$ cat src/rtl/rdq_pkg.sv
// ----------------------------------------------------------------------------
// rdq_pkg
// Shared types and constants for the record deque with removal by key.
// ----------------------------------------------------------------------------
package rdq_pkg;

    localparam int DEPTH = 16;
    localparam int CNT_W = $clog2(DEPTH + 1);

    localparam int OP_W    = 3;
    localparam int ID_W    = 16;
    localparam int SIZE_W  = 14;
    localparam int PRICE_W = 20;
    localparam int ST_W    = 2;
    localparam int OCC_W   = 5;

    localparam logic [OP_W-1:0] OP_PUSH_FRONT = 3'd0;
    localparam logic [OP_W-1:0] OP_PUSH_BACK  = 3'd1;
    localparam logic [OP_W-1:0] OP_POP_FRONT  = 3'd2;
    localparam logic [OP_W-1:0] OP_POP_BACK   = 3'd3;
    localparam logic [OP_W-1:0] OP_REMOVE     = 3'd4;

    localparam logic [ST_W-1:0] ST_OK    = 2'd0;
    localparam logic [ST_W-1:0] ST_EMPTY = 2'd1;
    localparam logic [ST_W-1:0] ST_FULL  = 2'd2;

    typedef struct packed {
        logic [OP_W-1:0]    opcode;
        logic [ID_W-1:0]    item_id;
        logic [SIZE_W-1:0]  item_size;
        logic [PRICE_W-1:0] item_price;
    } in_beat_t;

    typedef struct packed {
        logic [ST_W-1:0]    status;
        logic [ID_W-1:0]    out_id;
        logic [SIZE_W-1:0]  out_size;
        logic [PRICE_W-1:0] out_price;
        logic [OCC_W-1:0]   occupancy;
    } out_beat_t;

    typedef struct packed {
        logic [ID_W-1:0]    id;
        logic [SIZE_W-1:0]  size;
        logic [PRICE_W-1:0] price;
    } rec_t;

    // Operation broadcast to every cell; flags are already qualified
    // (fire cycle, store not full / not empty).
    typedef struct packed {
        logic            push_front;
        logic            push_back;
        logic            pop_front;
        logic            pop_back;
        logic            remove;
        logic [ID_W-1:0] key;
        rec_t            new_rec;
    } cell_ctrl_t;

    // Where a cell sits relative to the current fill level.
    typedef struct packed {
        logic occupied;
        logic is_front;
        logic is_last;
        logic at_count;
    } cell_pos_t;

endpackage

$ cat src/rtl/record_deque_with_key_removal.sv
// ----------------------------------------------------------------------------
// record_deque_with_key_removal
// Bounded double-ended queue of (id, size, price) records with removal of
// the first record from the front whose id matches a key.
// ----------------------------------------------------------------------------
// Usage:
//   s_* carries one operation per beat (push front/back, pop front/back,
//   remove by id). m_* returns exactly one result beat per operation: status,
//   the record taken out (zero for pushes and misses) and the occupancy.
//   The store is a row of DEPTH cells; every cell compares its id with the
//   key at once and the row shifts by at most one place in the cycle the
//   operation executes.
//   An accepted beat waits in the operation register until the output
//   register is free, then executes and its result is registered onto m_*.
//   Throughput: one operation per cycle while m_ready stays high; the
//   operation register refills in the cycle it executes. The first-match
//   ripple along the cell row sets the cycle time.
//   Reset clears the occupancy and both valid flags; the cell contents stay
//   as they are and are never read before written.
//   When m_ready is low the finished result waits in the output register,
//   one further operation is taken and held, and s_ready then drops.
// ----------------------------------------------------------------------------
module record_deque_with_key_removal (
    input  logic               aclk,
    input  logic               aresetn,
    input  logic               s_valid,
    output logic               s_ready,
    input  rdq_pkg::in_beat_t  s_data,
    output logic               m_valid,
    input  logic               m_ready,
    output rdq_pkg::out_beat_t m_data
);

    localparam int DEPTH = rdq_pkg::DEPTH;
    localparam int CNT_W = rdq_pkg::CNT_W;

    logic                      busy_reg;
    logic                      busy_next;
    rdq_pkg::in_beat_t         op_reg;
    logic [CNT_W-1:0]          count_reg;
    logic [CNT_W-1:0]          count_next;
    logic                      m_valid_reg;
    logic                      m_valid_next;
    rdq_pkg::out_beat_t        m_data_reg;
    rdq_pkg::out_beat_t        m_data_next;

    logic                      exec;
    logic                      full;
    logic                      empty;
    rdq_pkg::cell_ctrl_t       ctrl;
    rdq_pkg::rec_t             new_rec;

    rdq_pkg::rec_t             recs  [DEPTH];
    logic                      hit   [DEPTH+1];
    logic                      take  [DEPTH+1];
    rdq_pkg::rec_t             data  [DEPTH+1];
    logic [DEPTH-1:0]          sel_vec;

    assign exec    = busy_reg && (!m_valid_reg || m_ready);
    assign s_ready = !busy_reg || exec;
    assign m_valid = m_valid_reg;
    assign m_data  = m_data_reg;

    assign full  = (count_reg == CNT_W'(DEPTH));
    assign empty = (count_reg == '0);

    assign new_rec.id    = op_reg.item_id;
    assign new_rec.size  = op_reg.item_size;
    assign new_rec.price = op_reg.item_price;

    always_comb begin
        ctrl            = '0;
        ctrl.key        = op_reg.item_id;
        ctrl.new_rec    = new_rec;
        ctrl.push_front = exec && (op_reg.opcode == rdq_pkg::OP_PUSH_FRONT) && !full;
        ctrl.push_back  = exec && (op_reg.opcode == rdq_pkg::OP_PUSH_BACK) && !full;
        ctrl.pop_front  = exec && (op_reg.opcode == rdq_pkg::OP_POP_FRONT) && !empty;
        ctrl.pop_back   = exec && (op_reg.opcode == rdq_pkg::OP_POP_BACK) && !empty;
        ctrl.remove     = exec && (op_reg.opcode == rdq_pkg::OP_REMOVE) && !empty;
    end

    assign hit[0]  = 1'b0;
    assign take[0] = 1'b0;
    assign data[0] = '0;

    for (genvar i = 0; i < DEPTH; i++) begin : g_cell
        rdq_pkg::cell_pos_t pos;
        rdq_pkg::rec_t      left_rec;
        rdq_pkg::rec_t      right_rec;

        assign pos.occupied = (CNT_W'(i) < count_reg);
        assign pos.is_front = (i == 0);
        assign pos.is_last  = (count_reg == CNT_W'(i + 1));
        assign pos.at_count = (count_reg == CNT_W'(i));

        if (i == 0) begin : g_head
            assign left_rec = new_rec;
        end else begin : g_body
            assign left_rec = recs[i-1];
        end

        if (i == DEPTH - 1) begin : g_tail
            assign right_rec = '0;
        end else begin : g_inner
            assign right_rec = recs[i+1];
        end

        rdq_cell u_cell (
            .aclk      (aclk),
            .ctrl      (ctrl),
            .pos       (pos),
            .left_rec  (left_rec),
            .right_rec (right_rec),
            .hit_in    (hit[i]),
            .take_in   (take[i]),
            .data_in   (data[i]),
            .rec       (recs[i]),
            .hit_out   (hit[i+1]),
            .take_out  (take[i+1]),
            .sel       (sel_vec[i]),
            .data_out  (data[i+1])
        );
    end

    always_comb begin
        count_next         = count_reg;
        m_data_next        = m_data_reg;
        m_data_next.status = rdq_pkg::ST_OK;
        m_data_next.out_id    = '0;
        m_data_next.out_size  = '0;
        m_data_next.out_price = '0;
        case (op_reg.opcode)
            rdq_pkg::OP_PUSH_FRONT, rdq_pkg::OP_PUSH_BACK: begin
                if (full) begin
                    m_data_next.status = rdq_pkg::ST_FULL;
                end else begin
                    count_next = count_reg + CNT_W'(1);
                end
            end
            rdq_pkg::OP_POP_FRONT, rdq_pkg::OP_POP_BACK, rdq_pkg::OP_REMOVE: begin
                if (take[DEPTH]) begin
                    count_next            = count_reg - CNT_W'(1);
                    m_data_next.out_id    = data[DEPTH].id;
                    m_data_next.out_size  = data[DEPTH].size;
                    m_data_next.out_price = data[DEPTH].price;
                end else begin
                    m_data_next.status = rdq_pkg::ST_EMPTY;
                end
            end
            default: begin
                // unused opcodes leave the store alone
            end
        endcase
        m_data_next.occupancy = rdq_pkg::OCC_W'(count_next);
    end

    always_comb begin
        busy_next = busy_reg;
        if (exec) begin
            busy_next = 1'b0;
        end
        if (s_valid && s_ready) begin
            busy_next = 1'b1;
        end
        m_valid_next = m_valid_reg;
        if (m_valid_reg && m_ready) begin
            m_valid_next = 1'b0;
        end
        if (exec) begin
            m_valid_next = 1'b1;
        end
    end

    always_ff @(posedge aclk) begin
        if (!aresetn) begin
            busy_reg    <= 1'b0;
            m_valid_reg <= 1'b0;
            count_reg   <= '0;
        end else begin
            busy_reg    <= busy_next;
            m_valid_reg <= m_valid_next;
            if (exec) begin
                count_reg <= count_next;
            end
        end
    end

    always_ff @(posedge aclk) begin
        if (s_valid && s_ready) begin
            op_reg <= s_data;
        end
        if (exec) begin
            m_data_reg <= m_data_next;
        end
    end

    // at most one slot leaves the row per operation
    a_one_take: assert property (@(posedge aclk) disable iff (!aresetn)
        $onehot0(sel_vec))
        else $error("more than one cell selected");

    a_count_bound: assert property (@(posedge aclk) disable iff (!aresetn)
        count_reg <= CNT_W'(DEPTH))
        else $error("record count above depth");

    a_push_grows: assert property (@(posedge aclk) disable iff (!aresetn)
        (ctrl.push_front || ctrl.push_back) |=> count_reg == $past(count_reg) + CNT_W'(1))
        else $error("push did not add a record");

    a_take_shrinks: assert property (@(posedge aclk) disable iff (!aresetn)
        (exec && take[DEPTH]) |=> count_reg == $past(count_reg) - CNT_W'(1))
        else $error("removal did not drop a record");

    a_result_follows: assert property (@(posedge aclk) disable iff (!aresetn)
        exec |=> m_valid_reg)
        else $error("executed operation gave no result");

    a_hold_when_stalled: assert property (@(posedge aclk) disable iff (!aresetn)
        (busy_reg && m_valid_reg && !m_ready) |-> !s_ready)
        else $error("accepting while an operation is parked");

endmodule

$ cat src/rtl/rdq_cell.sv
// ----------------------------------------------------------------------------
// rdq_cell
// One slot of the deque: holds a record, matches its id against the key,
// passes hit / take / data along the chain and shifts to its neighbors.
// ----------------------------------------------------------------------------
module rdq_cell (
    input  logic                aclk,
    input  rdq_pkg::cell_ctrl_t ctrl,
    input  rdq_pkg::cell_pos_t  pos,
    input  rdq_pkg::rec_t       left_rec,
    input  rdq_pkg::rec_t       right_rec,
    input  logic                hit_in,
    input  logic                take_in,
    input  rdq_pkg::rec_t       data_in,
    output rdq_pkg::rec_t       rec,
    output logic                hit_out,
    output logic                take_out,
    output logic                sel,
    output rdq_pkg::rec_t       data_out
);

    rdq_pkg::rec_t rec_reg;
    rdq_pkg::rec_t rec_next;
    logic          match;

    assign rec = rec_reg;

    assign match = ctrl.remove && pos.occupied && (rec_reg.id == ctrl.key);

    // first match from the front wins
    assign sel = (match && !hit_in)
               || (ctrl.pop_front && pos.is_front)
               || (ctrl.pop_back && pos.is_last);

    assign hit_out  = hit_in || match;
    assign take_out = take_in || sel;
    assign data_out = sel ? (data_in | rec_reg) : data_in;

    always_comb begin
        rec_next = rec_reg;
        if (ctrl.push_front) begin
            rec_next = pos.is_front ? ctrl.new_rec : left_rec;
        end else if (ctrl.push_back) begin
            if (pos.at_count) begin
                rec_next = ctrl.new_rec;
            end
        end else if (take_out) begin
            // close the gap: everything behind the taken slot moves up
            rec_next = right_rec;
        end
    end

    always_ff @(posedge aclk) begin
        rec_reg <= rec_next;
    end

endmodule

$ cat config.mk
export PLATFORM = sky130hd
export DESIGN_NAME = record_deque_with_key_removal
export DESIGN_NICKNAME = d
export VERILOG_FILES = /design/src/rtl/rdq_pkg.sv /design/src/rtl/record_deque_with_key_removal.sv /design/src/rtl/rdq_cell.sv
export SDC_FILE = /design/constraint.sdc
export NUM_CORES = 2
export LEC_CHECK = 0
export BUFFER_PORTS_ARGS = -buffer_cell sky130_fd_sc_hd__buf_2
export CAP_MARGIN = 20
export CELL_PAD_IN_SITES_DETAIL_PLACEMENT = 1
export CELL_PAD_IN_SITES_GLOBAL_PLACEMENT = 2
export CORE_ASPECT_RATIO = 1.25
export CORE_UTILIZATION = 30
export DETAILED_ROUTE_END_ITERATION = 12
export GPL_ROUTABILITY_DRIVEN = 0
export PLACE_DENSITY_LB_ADDON = 0.08
export SYNTH_ARGS = -nofsm -noshare
export SYNTH_HDL_FRONTEND = slang
export SYNTH_SLANG_ARGS = --single-unit
$ cat constraint.sdc
create_clock -name aclk -period 6.5 [get_ports aclk]
set_input_delay 0 -clock aclk [delete_from_list [all_inputs] [get_ports aclk]]
set_output_delay 0 -clock aclk [all_outputs]
set_load 0.005 [all_outputs]
==> impl_metrics.csv <==
group,metric,value,unit
sta,fmax,0.183,GHz
sta,hold_violations,0,
global_route,grt_overflow,0,
global_route,grt_pass1_wl,351,mm
die,initial_core_util,30.3,%
detailed_routing,drt-pass1-iter-count,5,
worst_setup_path,r2r.worst_path.cells,15,
finish,multi_input_area,21200,um2
pwr,p_per_area,247,nW/um2
clock_network,clk_latency,0.76,ns
sta,maxSlewViolCount,0,
flow_run,drv_cap,0,
finish,fillerInstances,18700,
die,die-height,460,um
clock_network,htreeDepth,3,
logic_synthesis,ys_ff_latch,917,
finish,nNetsFinal,5256,
detailed_routing,viasPerCell,5.89,
logic_synthesis,synth_area,50400,um2
worst_setup_path,start_kind,"flip-flop",
finish,largest_reg_flops,800,
detailed_routing,postRouteAntennaNets,0,
finish,area_growth,14.5,%
worst_setup_path,cp.arrival,5.92,ns
logic_synthesis,postSynthAreaPerCell,9.62,um2
logic_synthesis,synthTopCellsByArea,"edfxtp_1, nand2_1, a21oi_1",
logic_synthesis,ys_warn_count,0,
finish,finalNonFillerCells,7493,
place,dp_hpwl,160,mm
worst_setup_path,r2r_slack,1.03,ns
clock_network,cts.sinks,917,
place,placed_cells,7168,
finish,seq_area,27500,um2
worst_setup_path,cp-end-kind,"flip-flop",
finish,final_common_cell,"nand2_1",
sta,rsz0062_at_grt,"no",
detailed_routing,drc,0,
detailed_routing,num_vias,44100,
sta,finalCriticalPeriod,5.47,ns
die,die_w,369,um
sta,setup_tns,0,ns
sta,slew_headroom,21.2,%
logic_synthesis,yosysSeqAreaShare,54.5,%
hold_path,min_path_type,"input port to flip-flop",
global_route,antenna_found_initial,19,
logic_synthesis,synthFlopType,"edfxtp_1",
logic_synthesis,synth_edf_count,910,
clock_network,cts_buffers,112,
die,die-area,170000,um2
logic_synthesis,async_flop_share,0,%
worst_setup_path,crit_start,"count_reg[1]$_SDFFE_PN0N_",
sta,fin_worst_skew,0.0317,ns
worst_setup_path,required,6.95,ns
worst_setup_path,crit_fanout,37,
pwr,vdd_drop_max,0.206,mV
detailed_routing,first_iter_violations,4113,
finish,drive_above_1_share,8.83,%
logic_synthesis,synth_area_leader_cell,"edfxtp_1",
finish,final_util,34.7,%
die,pin_count,116,
detailed_routing,post_drt_wl_per_cell,33.6,um
worst_setup_path,r2r-start,"count_reg[1]$_SDFFE_PN0N_",
sta,setup_violations,0,
worst_setup_path,timing.rr.end,"g_cell[13].u_cell.rec[22]$_DFFE_PP_",
global_route,grt_pass1_vias,44100,
worst_setup_path,critPathCapture,"g_cell[13].u_cell.rec[22]$_DFFE_PP_",
finish,layout_common_cells,"nand2_1, edfxtp_1, a21oi_1, o21ai_0, a22oi_1",
sta,post-route-period-util,84.1,%
clock_network,cts_buffer_depth,3,
logic_synthesis,synth_nets,5304,
clock_network,root_buffer,"clkbuf_16",
place,port_buffers,115,
logic_synthesis,yosysTopAreaCellShare,54.2,%
status,outcome,"finished, final reports clean",
detailed_routing,routed_wl,251,mm
die,core-area,166000,um2
clock_network,cts_tree,"built",
global_route,grt_max_degree,254,
die,rows,167,
pwr,leakagePower,20.5,nW
sta,worst_slew_pin_slew,1.18,ns
worst_setup_path,worst-setup-path-type,"flip-flop to flip-flop",
logic_synthesis,synthCells,5242,
logic_synthesis,synth.distinct_cells,83,
global_route,grt.total_usage,29.0,%
clock_network,clk_pin_slew,0.06,ns
## worst min-delay path by stage
stage | start | to | slack (ns) | cells after the start
4_1_cts | s_data[37] | ctrl[37]$_DFFE_PP_ | 0.01 | 2
6_report | s_data[37] | ctrl[37]$_DFFE_PP_ | 0.03 | 2
3_5_place_dp | s_data[34] | ctrl[34]$_DFFE_PP_ | 0.18 | 1
3_3_place_gp | s_data[44] | ctrl[44]$_DFFE_PP_ | 0.18 | 1
2_1_floorplan | s_data[0] | ctrl[0]$_DFFE_PP_ | 0.1 | 0
5_1_grt | s_data[37] | ctrl[37]$_DFFE_PP_ | 0.05 | 2
## timing repair
item                                    4_1_cts  5_1_grt
hold buffers                                108        0
buffers inserted                              0        0
gates resized for setup                       0        0
endpoints found under the setup margin        0        0
hold endpoints to repair                     73        0
## metal layers
| metal | wire (um) | track usage (%) | vias to the layer above | part of all wire [%] |
|---|---|---|---|---|
| li1 | - | - | 19400 | - |
| met1 | 109000 | 39.0 | 22800 | 44 |
| met2 | 119000 | 47.4 | 1570 | 47 |
| met3 | 12700 | 3.32 | 408 | 5.1 |
| met4 | 10600 | 12.0 | 4 | 4.2 |
| met5 | 27 | 0 | - | 0.011 |
## metrics by stage
| stage | setup WS, ns | hold slack [ns] | total power, mW | instance area [um2] |
|---|---|---|---|---|
| 2_1_floorplan | 0.555 | 0.0989 | 7.56 | 50400 |
| 3_3_place_gp | 1.07 | 0.177 | 8.08 | 53100 |
| 3_5_place_dp | 0.982 | 0.178 | 8.10 | 53100 |
| 4_1_cts | 0.990 | 0.0137 | 14.4 | 57700 |
| 5_1_grt | 0.971 | 0.0528 | 14.7 | 57700 |
| 6_report | 1.03 | 0.0278 | 14.3 | 57700 |
## worst max-delay path, cell delays in order (launching register included)
cell and delay, ns:
dfxtp_1 1.01, inv_1 0.28, ha_1 0.27, buf_4 0.18
or4b_4 0.23, nand4_1 0.23, a2111oi_2 0.45, nand3_1 0.31
nand4_4 0.26, nor3_4 0.07, nor2_1 0.42, nand3b_1 0.24
a2111oi_0 0.52, buf_4 0.22, nor2_4 0.12, buf_12 0.27
## synth_stat cells, types with 7 or more instances
library cell	instances
clkbuf_1	391
buf_6	7
edfxtp_1	910
and2_1	56
a221oi_1	75
a22o_1	28
a211o_1	26
a221o_1	54
nor2_1	98
nand2_1	1063
inv_1	12
nand3_1	135
buf_2	92
and3_1	22
nor3_1	20
xor2_1	114
xnor2_1	147
a222oi_1	53
a21oi_1	789
a22oi_1	191
dfxtp_1	7
o21ai_0	716
nand4_1	54
nor4_1	42
buf_1	14
## power breakdown
group | leakage, nW | switching [mW] | internal [mW]
Clock | 1.69 | 2.76 | 3.47
Sequential | 8.37 | 0.205 | 6.67
Combinational | 10.4 | 0.820 | 0.342
## cell type report
class / count / share of cell area [%]
flip-flops and latches: 917 / 47.6
multi-input cells: 3803 / 36.7
clock buffers: 149 / 5.13
repair buffers: 347 / 4.84
well taps: 2197 / 4.76
clock inverters: 58 / 0.887
inverters: 13 / 0.102
diodes: 9 / 0.0390
## kinds of logic after synthesis
family | share of synthesized area [%]
AOI/OAI and AO/OA | 23.0
and+or+nand+nor | 13.5
DFF | 54.5
buffers and inverters | 4.26
xor gates and xnor gates | 4.53
adders and majority gates | 0.124
muxes | 0.0819
Note: power is estimated with default switching activity, not from simulation.
